**config.mk**
```make
export PLATFORM = sky130hd
export DESIGN_NAME = cgsb_div
export DESIGN_NICKNAME = d
export VERILOG_FILES = /design/src/cgsb_pkg.sv /design/src/cgsb_div.sv
export SDC_FILE = /design/constraint.sdc
export NUM_CORES = 2
export LEC_CHECK = 0
export BUFFER_PORTS_ARGS = -buffer_cell sky130_fd_sc_hd__buf_2
export CAP_MARGIN = 10
export CELL_PAD_IN_SITES_DETAIL_PLACEMENT = 1
export CELL_PAD_IN_SITES_GLOBAL_PLACEMENT = 1
export CORE_MARGIN = 2
export CORE_UTILIZATION = 57
export CTS_BUF_LIST = sky130_fd_sc_hd__clkbuf_16
export DETAILED_ROUTE_END_ITERATION = 16
export GPL_TIMING_DRIVEN = 0
export PLACE_DENSITY_LB_ADDON = 0.25
export RECOVER_POWER = 100
export SETUP_SLACK_MARGIN = 0.2
export SLEW_MARGIN = 10
export SYNTH_ARGS = -nofsm -noshare
export SYNTH_HDL_FRONTEND = slang
export SYNTH_SLANG_ARGS = --single-unit
export TNS_END_PERCENT = 5
```
**constraint.sdc**
```tcl
create_clock -name clk -period 6.2 [get_ports clk]
set_input_delay 0.31 -clock clk [delete_from_list [all_inputs] [get_ports clk]]
set_output_delay 0.31 -clock clk [all_outputs]
set_load 0.02 [all_outputs]
```
**src/cgsb_pkg.sv**
```systemverilog
package cgsb_pkg;

  localparam int WORD_W    = 32;
  localparam int FRAC_BITS = 16;
  localparam int UNIT_LAT  = WORD_W + 2;
  localparam int CFG_IDX_W = 4;
  localparam int GAMMA_W   = 19;
  localparam int DIM_W     = 2;
  localparam int NUM_BC    = 5;

  typedef logic signed [WORD_W-1:0] word_t;
  typedef logic [WORD_W-1:0]        uword_t;
  typedef logic [2*WORD_W-1:0]      dword_t;

  localparam word_t MAXW   = word_t'({1'b0, {(WORD_W-1){1'b1}}});
  localparam word_t MINW   = word_t'({1'b1, {(WORD_W-1){1'b0}}});
  localparam word_t ONE_FX = word_t'(1 << FRAC_BITS);

  localparam dword_t LIM_POS = dword_t'(MAXW);
  localparam dword_t LIM_NEG = dword_t'(MAXW) + dword_t'(1);

  localparam logic [CFG_IDX_W-1:0] REG_DIMENSION   = 4'd0;
  localparam logic [CFG_IDX_W-1:0] REG_GAMMA       = 4'd1;
  localparam logic [CFG_IDX_W-1:0] REG_VISCOUS     = 4'd2;
  localparam logic [CFG_IDX_W-1:0] REG_BC_DENSITY  = 4'd3;
  localparam logic [CFG_IDX_W-1:0] REG_BC_VEL_X    = 4'd4;
  localparam logic [CFG_IDX_W-1:0] REG_BC_VEL_Y    = 4'd5;
  localparam logic [CFG_IDX_W-1:0] REG_BC_VEL_Z    = 4'd6;
  localparam logic [CFG_IDX_W-1:0] REG_BC_PRESSURE = 4'd7;

  localparam logic [DIM_W-1:0]   DIM_RST   = 2'd3;
  localparam logic [GAMMA_W-1:0] GAMMA_RST = 19'd91750;

  typedef enum logic [1:0] {
    OP_DIRICHLET = 2'd0,
    OP_OUTFLOW   = 2'd1,
    OP_WALL      = 2'd2,
    OP_COPY      = 2'd3
  } op_t;

  typedef struct packed {
    logic [1:0] opcode;
    word_t      density_in;
    word_t      vel_x_in;
    word_t      vel_y_in;
    word_t      vel_z_in;
    word_t      pressure_in;
    word_t      normal_x;
    word_t      normal_y;
    word_t      normal_z;
  } in_word_t;

  typedef struct packed {
    word_t density_out;
    word_t vel_x_out;
    word_t vel_y_out;
    word_t vel_z_out;
    word_t pressure_out;
    logic  status;
  } out_word_t;

  typedef struct packed {
    op_t         op;
    word_t       rho;
    word_t       p;
    word_t [2:0] u;
    word_t [2:0] n;
    word_t [2:0] nsq;
    word_t [2:0] un;
    word_t       gp;
    word_t       nn;
    word_t       dot;
    word_t       area;
    word_t       q;
    word_t       d;
    word_t       alpha;
    word_t [2:0] wall;
    word_t       c;
    word_t       a;
    word_t       ac;
    word_t       rho_g;
    word_t [2:0] acn;
    logic        fault_out;
    logic        fault_wall;
  } ctx_t;

  function automatic uword_t mag(input word_t a);
    return a[WORD_W-1] ? uword_t'(~a + 1'b1) : uword_t'(a);
  endfunction

  function automatic word_t sat_mag(input dword_t m, input logic neg);
    uword_t t;
    t = ~m[WORD_W-1:0] + 1'b1;
    if (neg) begin
      if (m > LIM_NEG) return MINW;
      return word_t'(t);
    end
    if (m > LIM_POS) return MAXW;
    return word_t'(m[WORD_W-1:0]);
  endfunction

  function automatic word_t fmul(input word_t a, input word_t b);
    dword_t pr;
    pr = dword_t'(mag(a)) * dword_t'(mag(b));
    return sat_mag(pr >> FRAC_BITS, a[WORD_W-1] ^ b[WORD_W-1]);
  endfunction

  function automatic word_t sadd(input word_t a, input word_t b);
    logic signed [WORD_W:0] s;
    s = {a[WORD_W-1], a} + {b[WORD_W-1], b};
    if (s[WORD_W] != s[WORD_W-1]) return s[WORD_W] ? MINW : MAXW;
    return word_t'(s[WORD_W-1:0]);
  endfunction

  function automatic word_t ssub(input word_t a, input word_t b);
    logic signed [WORD_W:0] s;
    s = {a[WORD_W-1], a} - {b[WORD_W-1], b};
    if (s[WORD_W] != s[WORD_W-1]) return s[WORD_W] ? MINW : MAXW;
    return word_t'(s[WORD_W-1:0]);
  endfunction

endpackage

```
**src/cgsb_div.sv**
```systemverilog
module cgsb_div (
  input  logic            clk,
  input  logic            en,
  input  cgsb_pkg::word_t num,
  input  cgsb_pkg::word_t den,
  output cgsb_pkg::word_t quo,
  output logic            dz
);

  localparam int W = cgsb_pkg::WORD_W;
  localparam int F = cgsb_pkg::FRAC_BITS;

  typedef struct packed {
    logic [W-1:0] rem;
    logic [W-1:0] low;
    logic [W-1:0] qt;
    logic [W-1:0] dv;
    logic         neg;
    logic         over;
    logic         zero;
  } dst_t;

  dst_t st      [0:W];
  dst_t st_next [0:W];

  always_comb begin
    logic [W-1:0] ma;
    logic [W-1:0] md;
    logic [W:0]   t;
    logic         ge;
    ma = cgsb_pkg::mag(num);
    md = cgsb_pkg::mag(den);
    st_next[0].rem  = ma >> (W - F);
    st_next[0].low  = ma << F;
    st_next[0].qt   = '0;
    st_next[0].dv   = md;
    st_next[0].neg  = num[W-1] ^ den[W-1];
    st_next[0].over = (ma >> (W - F)) >= md;
    st_next[0].zero = (md == '0);
    for (int k = 0; k < W; k++) begin
      t  = {st[k].rem, st[k].low[W-1]};
      ge = t >= {1'b0, st[k].dv};
      st_next[k+1]     = st[k];
      st_next[k+1].rem = ge ? W'(t - {1'b0, st[k].dv}) : t[W-1:0];
      st_next[k+1].low = st[k].low << 1;
      st_next[k+1].qt  = {st[k].qt[W-2:0], ge};
    end
  end

  always_ff @(posedge clk) begin
    if (en) begin
      st <= st_next;
      if (st[W].zero) begin
        quo <= cgsb_pkg::MAXW;
        dz  <= 1'b1;
      end else if (st[W].over) begin
        quo <= st[W].neg ? cgsb_pkg::MINW : cgsb_pkg::MAXW;
        dz  <= 1'b0;
      end else begin
        quo <= cgsb_pkg::sat_mag(cgsb_pkg::dword_t'(st[W].qt), st[W].neg);
        dz  <= 1'b0;
      end
    end
  end

endmodule

```
# Word-level counts from Yosys, hierarchy flattened
# Cells that the tools add are included.
# Widths: inputs -> output; s select.
# word_totals
wordCells	359
reg_bits	2828
output_inout_bits	33
# op_classes
n_mux	56
add_sub_neg	34
n_reduce_logical	1
n_lt_le_gt_ge	35
n_bitwise	4
# ops
cell	count
$mux 32	40
$ge 33x32->1	31
$sub 32x32->32	30
$add 32x1->32 const B	3
$not 32->32	3
$ge 16x32->1	1
$ge 17x32->1	1
$gt 32x31->1 const B	1
$gt 32x32->1 const B	1
$logic_not 32->1	1
$sub 17x32->32	1
$mux 17	1
$mux 1	15
$xor 1x1->1	1

# Depth between registers and ports, before layout
# logic_depth
ltp_word	12
ltp_mapped	19

# Worst setup path after synthesis
# No wires, ideal clock.
# synth_path
path_type	reg2reg
start	reg st[1707] (netlist bit)
end	reg st[1696] (netlist bit), data pin
synth_period_minus_slack_ps	3968
required_time_ps	5940
slack_ps	2232
path_stages_with_launch	16
setup_ps	260
arrival_time_ps	3708
path_buffers	1
path_cell_list	edfxtp_1 -> inv_1 -> ha_1 -> nor2b_1 -> o21a_1 -> o21a_1 -> o221a_2 -> o211ai_1 -> o31ai_1 -> a211o_1 -> a21oi_1 -> o21ai_1 -> a41o_1 -> a2111oi_4 -> buf_4 -> mux2_2
# synth_rtl
element	line_no	rtl
from (decl)	cgsb_div.sv:23	dst_t st [0:W];
from (signal assigned)	cgsb_div.sv:52	st <= st_next;

==> flow_summary.toml <==
[power_and_ir_drop]
p_int_mw = 53.6
p_switching_mw = 33.1
combPwrFrac = 0.433
power_frac_clock = 0.215
leakagePower_nw = 66.5
ir_drop_mv = 0.339
power_per_cell_area_nw_per_um2 = 526
sw_frac_of_total = 0.382
seqPwrFrac = 0.351

[logic_synthesis]
synth_async_sr_flop_share = 0
synth_area_per_cell_um2 = 11.9
yosysWarnings = 0
ys_seq_area_frac = 0.571
synthesis.nets = 13600
synth_area_leaders = "edfxtp_1 57%, ha_1 8.6%, inv_1 3.4%"
synth_area_um2 = 149000
yosysUniqueCellTypes = 86
synth_top_area_cell = "edfxtp_1"
ys_seq_elements = 2828
synth_top_area_frac = 0.571
synth_cells = 12500
synthFlopType = "edfxtp_1"
synth_edf_count = 2828

[critical_path]
r2r_start = "st[274]"
crit_family = "compound AO/OA/AOI/OAI gates"
cp_slowest_cell = "a2111oi_2"
cp_data_arrival_time_ns = 6.62
worstPathMaxFanout = 10
cp-start-kind = "flop"
end_kind = "flop"
crit_start = "st[274]"
worstPathCellList = "inv_1 -> ha_1 -> a21oi_1 -> o21ai_0 -> or3_1 -> o211ai_1 -> o31ai_1 -> a211o_1 -> a21oi_1 -> o21ai_1 -> a41o_1 -> a2111oi_2 -> clkbuf_2 -> mux2_1"
required_ns = 6.84
path_class = "flop to flop"
critPathBufInv = 2
cp_common_cell = "a21oi_1"
cpPeakStageDelay_ns = 1.27

[cts]
cts-root-buf = "clkbuf_16"
clockBufferDepth = 4
cts_inserted_buffers = 309
cts.sinks = 2828
ctsHtreeMaxLevel = 5
cts_tree = "built"
clk_latency_ns = 0.92
clkSlewWorstSetupHoldPaths_ns = 0.06
post-cts-setup-buffer-count = 0

[timing]
rsz0062_at_grt = "true"
min_period_over_period = 0.965
finalSetupTns_ns = 0
setup_viol = 0
relSlewSlack = -1.76
hold_viol = 0
finalMaxSlewViolations = 1075
period_minus_slack_ns = 5.98
fin_ws_ns = 0.217
worst_pin_slew_ns = 4.14
skew_ns = 0.0428
fmax_ghz = 0.167

[worst_hold_path]
worstHoldPathType = "primary input to flop"
hold_start = "num[31]"

[die]
fp.dieH_um = 515
std_cell_rows = 187
io_pins = 99
core_um2 = 260000
initial_core_util = 0.573
die_area_um2 = 265000
die-width_um = 515

[final_layout]
layout-drive-gt1-share = 0.0731
area_growth_pct = 10.7
final_cells = 16600
final_cell_mix = "2828 x edfxtp_1, 1375 x inv_1, 1027 x ha_1"
nNetsFinal = 14100
layout_commonest_cell = "edfxtp_1"

[run_status]
status = "finished, violations left"
violations = "capacitance limit, slew limit"

[grt]
antenna_found_initial = 12
grt_max_degree = 173
gr-usage-all-layers = 0.306
grt_pass1_vias = 108000
grt_first_pass_wirelength_um = 635000
grt_remaining_overflow = 0

[route]
wl_um = 414000
drt-initial-drc-count = 8294
route.detailed.drc = 0
wl_per_cell_um = 24.9
dr.pass1.iters = 6
antenna_left = 0
vias_per_cell = 6.14
num_vias = 102000

[place]
post-place-cells = 16000
place_worst_setup_slack_ns = 0.110
place_congestion = 0.953
hpwl_um = 299000
io_buffers = 95

[run]
cap_violations = 9
-- cell usage after synthesis, drive strengths merged, types with 19 or more instances --
library cell and number:
o22ai 24, or4 22, ha 1027, and3 78, o21bai 102, nand2 828
a21o 444, and2 25, nor4 31, xnor2 506, a21oi 915, o311ai 21
inv 1328, nor2 655, o21ai 833, a221oi 21, a31o 23, xor2 356
o21a 145, nand4 162, clkbuf 184, o31ai 87, nand2b 162, buf 38
o211ai 44, a211oi 66, a211o 24, o31a 20, or2 36, o41ai 19
a21boi 25, or3 43, fa 31, edfxtp 2828, mux2 440, a311oi 24
mux2i 40, a31oi 83, nor3 170, nand3 151, nor2b 173
-- routing by layer --
metal | global-route usage | vias to the layer above | routed length (um)
li1 | - | 46700 | -
met1 | 0.408 | 51800 | 177000
met2 | 0.522 | 2778 | 202000
met3 | 0.0368 | 801 | 20000
met4 | 0.0988 | 8 | 14200
met5 | 0 | - | 60
-- sequential cells by signal (all words and copies together) (netlist names) --
name and count:
dz 1, quo 32, st 2795
-- kinds of logic after synthesis --
| logic type | Yosys count | share of synthesized area |
|---|---|---|
| AO/OA/AOI/OAI | 3079 | 0.129 |
| flip-flops | 2828 | 0.571 |
| AND/OR/NAND/NOR | 2599 | 0.0829 |
| buffers and inverters | 1550 | 0.0397 |
| adder cells (fa/ha/maj) | 1058 | 0.0905 |
| XOR/XNOR | 862 | 0.0507 |
| multiplexers | 480 | 0.0360 |
-- worst paths after layout --
check                                end  slack (ns)  cells after the start
worst max-delay path             st[254]        0.22                     14
worst max register to register   st[254]        0.22                     14
worst min-delay path            st[4282]        0.06                      3
worst min register to register  st[2715]        0.40                      0
-- power by group through the flow --
stage	combinational [mW]	sequential [mW]	clock (mW)
2_1_floorplan	26.7	29.1	0
3_3_place_gp	34.4	32.2	0
3_5_place_dp	36.5	30.7	0
4_1_cts	37.3	30.4	18.9
5_1_grt	41.0	30.8	19.6
6_report	37.6	30.5	18.7
-- metrics by stage --
step | hold WS [ns] | area (um^2) | util | total power [mW]
after global routing | 0.0752 | 165000 | 0.634 | 91.4
after CTS | 0.00136 | 165000 | 0.636 | 86.7
final | 0.0641 | 165000 | 0.634 | 86.7
after detailed placement | 0.405 | 154000 | 0.593 | 67.3
after global placement | 0.400 | 154000 | 0.591 | 66.5
after floorplan | 0.400 | 149000 | - | 55.8
-- final cells by class --
type,count,area [um^2]
antenna,4,10.0
buffer,222,872
clock buffer,315,7880
clock inverter,243,2220
fill,25900,95000
inverter,1328,4980
multi-input combinational,8078,57900
sequential,2828,84900
tap,3402,4260
timing repair buffer,205,1700
-- worst min-delay path, delay by kind of cell --
| kind | cells | cell delay [ns] |
|---|---|---|
| XOR/XNOR | 1 | 0.17 |
| AO/OA/AOI/OAI | 1 | 0.14 |
| buffers and inverters | 1 | 0.15 |
-- repair_timing --
action / 4_1_cts / 5_1_grt
gates cloned: 0 / 0
endpoints found under the hold margin: 161 / 0
endpoints found under the setup margin: 7 / 37
hold buffers: 91 / 0
resized for setup: 1 / 6
Note: power is estimated with default switching activity, not from simulation.
