## src/cgsb_pkg.sv

```systemverilog
package cgsb_pkg;

  localparam int WORD_W    = 32;
  localparam int FRAC_BITS = 16;
  localparam int UNIT_LAT  = WORD_W + 2;
  localparam int CFG_IDX_W = 4;
  localparam int GAMMA_W   = 19;
  localparam int DIM_W     = 2;
  localparam int NUM_BC    = 5;

  typedef logic signed [WORD_W-1:0] word_t;
  typedef logic [WORD_W-1:0]        uword_t;
  typedef logic [2*WORD_W-1:0]      dword_t;

  localparam word_t MAXW   = word_t'({1'b0, {(WORD_W-1){1'b1}}});
  localparam word_t MINW   = word_t'({1'b1, {(WORD_W-1){1'b0}}});
  localparam word_t ONE_FX = word_t'(1 << FRAC_BITS);

  localparam dword_t LIM_POS = dword_t'(MAXW);
  localparam dword_t LIM_NEG = dword_t'(MAXW) + dword_t'(1);

  localparam logic [CFG_IDX_W-1:0] REG_DIMENSION   = 4'd0;
  localparam logic [CFG_IDX_W-1:0] REG_GAMMA       = 4'd1;
  localparam logic [CFG_IDX_W-1:0] REG_VISCOUS     = 4'd2;
  localparam logic [CFG_IDX_W-1:0] REG_BC_DENSITY  = 4'd3;
  localparam logic [CFG_IDX_W-1:0] REG_BC_VEL_X    = 4'd4;
  localparam logic [CFG_IDX_W-1:0] REG_BC_VEL_Y    = 4'd5;
  localparam logic [CFG_IDX_W-1:0] REG_BC_VEL_Z    = 4'd6;
  localparam logic [CFG_IDX_W-1:0] REG_BC_PRESSURE = 4'd7;

  localparam logic [DIM_W-1:0]   DIM_RST   = 2'd3;
  localparam logic [GAMMA_W-1:0] GAMMA_RST = 19'd91750;

  typedef enum logic [1:0] {
    OP_DIRICHLET = 2'd0,
    OP_OUTFLOW   = 2'd1,
    OP_WALL      = 2'd2,
    OP_COPY      = 2'd3
  } op_t;

  typedef struct packed {
    logic [1:0] opcode;
    word_t      density_in;
    word_t      vel_x_in;
    word_t      vel_y_in;
    word_t      vel_z_in;
    word_t      pressure_in;
    word_t      normal_x;
    word_t      normal_y;
    word_t      normal_z;
  } in_word_t;

  typedef struct packed {
    word_t density_out;
    word_t vel_x_out;
    word_t vel_y_out;
    word_t vel_z_out;
    word_t pressure_out;
    logic  status;
  } out_word_t;

  typedef struct packed {
    op_t         op;
    word_t       rho;
    word_t       p;
    word_t [2:0] u;
    word_t [2:0] n;
    word_t [2:0] nsq;
    word_t [2:0] un;
    word_t       gp;
    word_t       nn;
    word_t       dot;
    word_t       area;
    word_t       q;
    word_t       d;
    word_t       alpha;
    word_t [2:0] wall;
    word_t       c;
    word_t       a;
    word_t       ac;
    word_t       rho_g;
    word_t [2:0] acn;
    logic        fault_out;
    logic        fault_wall;
  } ctx_t;

  function automatic uword_t mag(input word_t a);
    return a[WORD_W-1] ? uword_t'(~a + 1'b1) : uword_t'(a);
  endfunction

  function automatic word_t sat_mag(input dword_t m, input logic neg);
    uword_t t;
    t = ~m[WORD_W-1:0] + 1'b1;
    if (neg) begin
      if (m > LIM_NEG) return MINW;
      return word_t'(t);
    end
    if (m > LIM_POS) return MAXW;
    return word_t'(m[WORD_W-1:0]);
  endfunction

  function automatic word_t fmul(input word_t a, input word_t b);
    dword_t pr;
    pr = dword_t'(mag(a)) * dword_t'(mag(b));
    return sat_mag(pr >> FRAC_BITS, a[WORD_W-1] ^ b[WORD_W-1]);
  endfunction

  function automatic word_t sadd(input word_t a, input word_t b);
    logic signed [WORD_W:0] s;
    s = {a[WORD_W-1], a} + {b[WORD_W-1], b};
    if (s[WORD_W] != s[WORD_W-1]) return s[WORD_W] ? MINW : MAXW;
    return word_t'(s[WORD_W-1:0]);
  endfunction

  function automatic word_t ssub(input word_t a, input word_t b);
    logic signed [WORD_W:0] s;
    s = {a[WORD_W-1], a} - {b[WORD_W-1], b};
    if (s[WORD_W] != s[WORD_W-1]) return s[WORD_W] ? MINW : MAXW;
    return word_t'(s[WORD_W-1:0]);
  endfunction

endpackage

```

## src/cgsb_sqrt.sv

```systemverilog
module cgsb_sqrt (
  input  logic            clk,
  input  logic            en,
  input  cgsb_pkg::word_t a,
  output cgsb_pkg::word_t root,
  output logic            neg
);

  localparam int W = cgsb_pkg::WORD_W;
  localparam int F = cgsb_pkg::FRAC_BITS;

  typedef struct packed {
    logic [W+1:0]   rem;
    logic [2*W-1:0] x;
    logic [W-1:0]   rt;
    logic           neg;
  } sst_t;

  sst_t st      [0:W];
  sst_t st_next [0:W];

  always_comb begin
    logic [W+3:0] tmp;
    logic [W+3:0] tr;
    logic         ge;
    st_next[0].rem = '0;
    st_next[0].x   = (2*W)'(a[W-1:0]) << F;
    st_next[0].rt  = '0;
    st_next[0].neg = a[W-1];
    for (int k = 0; k < W; k++) begin
      tmp = {st[k].rem, st[k].x[2*W-1 -: 2]};
      tr  = {2'b00, st[k].rt, 2'b01};
      ge  = tmp >= tr;
      st_next[k+1]     = st[k];
      st_next[k+1].rem = ge ? (W+2)'(tmp - tr) : tmp[W+1:0];
      st_next[k+1].x   = st[k].x << 2;
      st_next[k+1].rt  = {st[k].rt[W-2:0], ge};
    end
  end

  always_ff @(posedge clk) begin
    if (en) begin
      st   <= st_next;
      root <= st[W].neg ? cgsb_pkg::MAXW : cgsb_pkg::word_t'(st[W].rt);
      neg  <= st[W].neg;
    end
  end

endmodule

```

## config.mk

```make
export PLATFORM = sky130hd
export DESIGN_NAME = cgsb_sqrt
export DESIGN_NICKNAME = d
export VERILOG_FILES = /design/src/cgsb_pkg.sv /design/src/cgsb_sqrt.sv
export SDC_FILE = /design/constraint.sdc
export NUM_CORES = 2
export LEC_CHECK = 0
export BUFFER_PORTS_ARGS = -buffer_cell sky130_fd_sc_hd__buf_2
export CORE_ASPECT_RATIO = 1.2
export CORE_MARGIN = 2
export CORE_UTILIZATION = 55
export DETAILED_ROUTE_END_ITERATION = 12
export GPL_ROUTABILITY_DRIVEN = 0
export PLACE_DENSITY = 0.76
export SLEW_MARGIN = 0
export SYNTH_ARGS = -nofsm -noshare
export SYNTH_HDL_FRONTEND = slang
export SYNTH_SLANG_ARGS = --single-unit
```

## constraint.sdc

```tcl
create_clock -name clk -period 4.9 [get_ports clk]
set_input_delay 0.49 -clock clk [delete_from_list [all_inputs] [get_ports clk]]
set_output_delay 0.49 -clock clk [all_outputs]
set_load 0.01 [all_outputs]
```

[Word-level counts from Yosys, hierarchy flattened]
Index checks and enable logic that the tools add are counted.
Storage, ports and cells
  bits in read-only memories: 0
  memories kept: 0
  RAM bits: 0
  flip-flop bits (word level): 2145
  bits in latches: 0
Cells by class
  bitwise operators: 0
  eq/ne operators: 0
  shifts and indexed selects: 0
  mux-type cells: 31
  div/mod/pow operators: 0
  $mul: 0
  $lt $le $gt $ge: 32
  add/sub/neg operators: 31
  reduce and logical (&&, ||, !) cells: 0
Operator list (number)
  2-to-1 mux 34 bit: 30
  greater-or-equal comparator 36 x 10 -> 1 bit: 1
  greater-or-equal comparator 36 x 11 -> 1 bit: 1
  greater-or-equal comparator 36 x 12 -> 1 bit: 1
  greater-or-equal comparator 36 x 13 -> 1 bit: 1
  greater-or-equal comparator 36 x 14 -> 1 bit: 1
  greater-or-equal comparator 36 x 15 -> 1 bit: 1
  greater-or-equal comparator 36 x 16 -> 1 bit: 1
  greater-or-equal comparator 36 x 17 -> 1 bit: 1
  greater-or-equal comparator 36 x 18 -> 1 bit: 1
  greater-or-equal comparator 36 x 19 -> 1 bit: 1
  greater-or-equal comparator 36 x 20 -> 1 bit: 1
  greater-or-equal comparator 36 x 21 -> 1 bit: 1
  greater-or-equal comparator 36 x 22 -> 1 bit: 1
  greater-or-equal comparator 36 x 23 -> 1 bit: 1
  greater-or-equal comparator 36 x 24 -> 1 bit: 1
  greater-or-equal comparator 36 x 25 -> 1 bit: 1
  greater-or-equal comparator 36 x 26 -> 1 bit: 1
  greater-or-equal comparator 36 x 27 -> 1 bit: 1
  greater-or-equal comparator 36 x 28 -> 1 bit: 1
  greater-or-equal comparator 36 x 29 -> 1 bit: 1
  greater-or-equal comparator 36 x 3 -> 1 bit: 1
  greater-or-equal comparator 36 x 30 -> 1 bit: 1
  greater-or-equal comparator 36 x 31 -> 1 bit: 1
  other kinds (41): 41

[Depth between registers and ports, before layout]
  depth after elaboration: 2
  mapped depth: 14

[Worst setup path after synthesis]
No wires, ideal clock.
  path type: register to register
  from: register st[883] (netlist name)
  to: register st[755] (netlist name) (data pin)
  setup slack: 1.186 ns
  stages on the path, launching flop included: 12
  data required time: 4.640 ns
  library setup time: 0.260 ns
  arrival time: 3.454 ns
  clock period less this slack: 3.714 ns
  cell sequence: edfxtp_1 > ha_1 > fa_1 > a211oi_1 > o21ai_0 > a32oi_1 > o31ai_1 > a21oi_1 > o31ai_1 > nor4_1 > clkbuf_1 > mux2_2
RTL lines
  from (decl): RTL line cgsb_sqrt.sv:19  | sst_t st [0:W];
  from (signal assigned): RTL line cgsb_sqrt.sv:43  | st <= st_next;

==> results.cfg <==
[outcome]
status = completed

[sta]
finalSetupViolCount = 0
post-route-min-period_ns = 4.28
rsz0062_at_grt = false
hold_viol = 0
drv_slew = 0
fin_crit_sh_pct = 87.3
fmax_ghz = 0.234
tns_ns = 0
clock_skew_ns = 0.0323
slew_headroom_pct = 14.0
worst_slew_pin_slew_ns = 1.27

[placement]
port_buffers = 66
placed_area_um2 = 106000
dp_hpwl_mm = 142

[die]
die_x_um = 399
dieArea_um2 = 190000
die_h_um = 478
std_cell_rows = 173
core_um2 = 186000
start_util_pct = 55.4
io_pins = 67

[power_and_ir_drop]
comb_power_share_pct = 21.8
ir_drop_v = 0.000348
p_total_w = 0.0508
seqPwrFrac_pct = 47.7
p_int_w = 0.0363
p_sw_share_pct = 28.6
clockPowerShare_pct = 30.6
p_per_area_nw_per_um2 = 448
p_leak_nw = 43.6
p_sw_w = 0.0145

[cts]
clkSlewWorstSetupHoldPaths_ns = 0.06
cts_root_buffer = clkbuf_16
clk_latency_ns = 0.85
htree_levels = 4
cts_tree = yes
clk_path_buf_depth = 3
clock_sinks = 2075
numCtsBuffers = 204
cts_resized = 0

[critical_path]
crit_type = flop to flop
cpMaxStageDelayCell = edfxtp_1
start_kind = flop
arrival_ns = 4.86
cp_slowest_stage_delay_ns = 0.47
path_common_cell = o31ai_1
reg2regPathDepth = 11
crit_path_max_fanout = 51
endpoint_kind = flop
crit_path_cell_trace = ha_1 > fa_1 > a211oi_1 > o21ai_0 > a32oi_1 > o31ai_1 > a21oi_1 > o31ai_1 > nor4_2 > buf_12 > mux2_2
critPathRequiredTime_ns = 5.49
crit_path_start = st[883]$_SDFFCE_PP0P_
r2r-start = st[883]$_SDFFCE_PP0P_

[synth]
yosysWarnings = 0
synth.avg_cell_area_um2 = 12.3
synth_most_common_cell = edfxtp_1
yosys.area.top_type_share_pct = 60.6
synthTopCellsByCount = edfxtp_1, inv_1, nand2_1
synth-seq-cells = 2075
yosysUniqueCellTypes = 93
ys_seq_area_share_pct = 60.6
synthTopCellsByArea = edfxtp_1, ha_1, xnor2_1
synthCells = 8355
ys.flop_type = edfxtp_1
netlist_area_um2 = 103000
async_reset_ff_share_pct = 0
synth_edf_count = 2075
synth_top_cell_by_area = edfxtp_1

[drt]
vias = 64900
routed_wl_mm = 199
wl_per_cell_um = 17.7
viasPerCell = 5.81
drc = 0
drt_iter0_markers = 5031
antenna_left = 0
first_pass_iters = 6

[grt]
track_usage_pct = 20.6
grt_pass1_vias = 64100
grt_pass1_wl_mm = 321
grt_max_degree = 181
antenna_found_initial = 1
gr-total-overflow = 0

[min_path]
hold_depth = 1
holdCritPathClass = primary input to flop
holdCritStartpoint = en

[final_layout]
fillers = 13900
drive_gt1_share_pct = 7.38
syn_to_final_growth_pct = 10.3
nets = 9159
final_area_um2 = 113000

[flow_run]
max_cap_violations = 0
-- layout make-up --
cell class / count / area [um2] / share of cell area (%)
flip-flops and latches: 2075 / 62300 / 55.0
repair buffers: 155 / 1290 / 1.14
diodes: 1 / 2.50 / 0.00221
well taps: 2450 / 3070 / 2.70
clock buffers: 242 / 5290 / 4.67
inverters: 688 / 2580 / 2.28
multi-input cells: 5444 / 37400 / 33.0
clock inverters: 132 / 1400 / 1.24
-- metrics by stage --
| step | setup slack [ns] | hold slack (ns) | cells | util (%) |
|---|---|---|---|---|
| final | 0.625 | 0.103 | 11200 | 61.1 |
| after global routing | 0.387 | 0.0865 | 11200 | 61.1 |
| after CTS | 0.700 | 0.0669 | 11200 | 61.1 |
| after detailed placement | 0.757 | 0.405 | 10800 | 57.3 |
| after global placement | 0.880 | 0.400 | 10800 | 57.3 |
| after floorplan | 1.19 | 0.400 | 8356 | - |
-- flip-flops by register name, summed over array words and instances (netlist names) --
signal and flops:
neg 1, root 32, st 2042
-- critical path, delay by kind of cell, from the launching register on --
family,cells,cell delay (ns)
buffers and inverters,1,0.26
multiplexers,1,0.37
adder cells (fa/ha/maj),2,0.68
flip-flops,1,0.47
AND/OR/NAND/NOR,1,0.40
AO/OA/AOI/OAI,6,1.81
-- cell usage in the layout (no fill, tap or decap), types with 117 or more instances in the layout --
cell	synthesis	routed
a21oi_1	493	490
nor3_1	216	214
o21ai_0	447	447
nand2_1	605	605
xnor2_1	424	424
nor2_1	520	520
xor2_1	392	392
clkbuf_16	0	206
inv_1	684	684
edfxtp_1	2075	2075
ha_1	544	544
nor4_1	118	117
nand3_1	135	135
a21o_1	236	236
-- per-layer routing --
metal	vias to the layer above	share of wire [%]	GRT usage, %
met5	-	0	0
met4	0	3.9	8.43
met3	522	4.3	2.89
met2	1859	51	36.5
met1	31300	41	25.1
li1	31300	-	-
-- cell families (layout without fill, tap and decap cells) --
group | Yosys count | count (layout) | share of synthesized area (%)
multiplexers | 108 | 108 | 1.18
flip-flops | 2075 | 2075 | 60.6
AO/OA/AOI/OAI | 1719 | 1719 | 10.5
other | 2 | 4 | 0.00731
buffers and inverters | 837 | 1217 | 3.06
XOR/XNOR | 816 | 816 | 6.95
adder cells (fa/ha/maj) | 557 | 557 | 6.87
AND/OR/NAND/NOR | 2241 | 2241 | 10.8
-- worst paths after layout --
check | to | slack (ns)
max reg2reg | st[754]$_DFFE_PP_ | 0.62
min | st[4247]$_DFFE_PP_ | 0.10
max | st[754]$_DFFE_PP_ | 0.62
min reg2reg | st[3855]$_DFFE_PP_ | 0.40
-- power by group through the flow --
stage	clock [W]	sequential (W)	combinational, W
CTS	0.0159	0.0242	0.0109
floorplan	0	0.0239	0.00839
global placement	0	0.0245	0.0104
global route	0.0166	0.0244	0.0123
finish	0.0155	0.0242	0.0111
detailed placement	0	0.0245	0.0108
-- what timing repair did --
item                                   CTS  global route
hold buffers                            32             0
endpoints found under the hold margin   32             0
buffers inserted                         0             0
No activity file was read; power rests on OpenSTA's default activity.
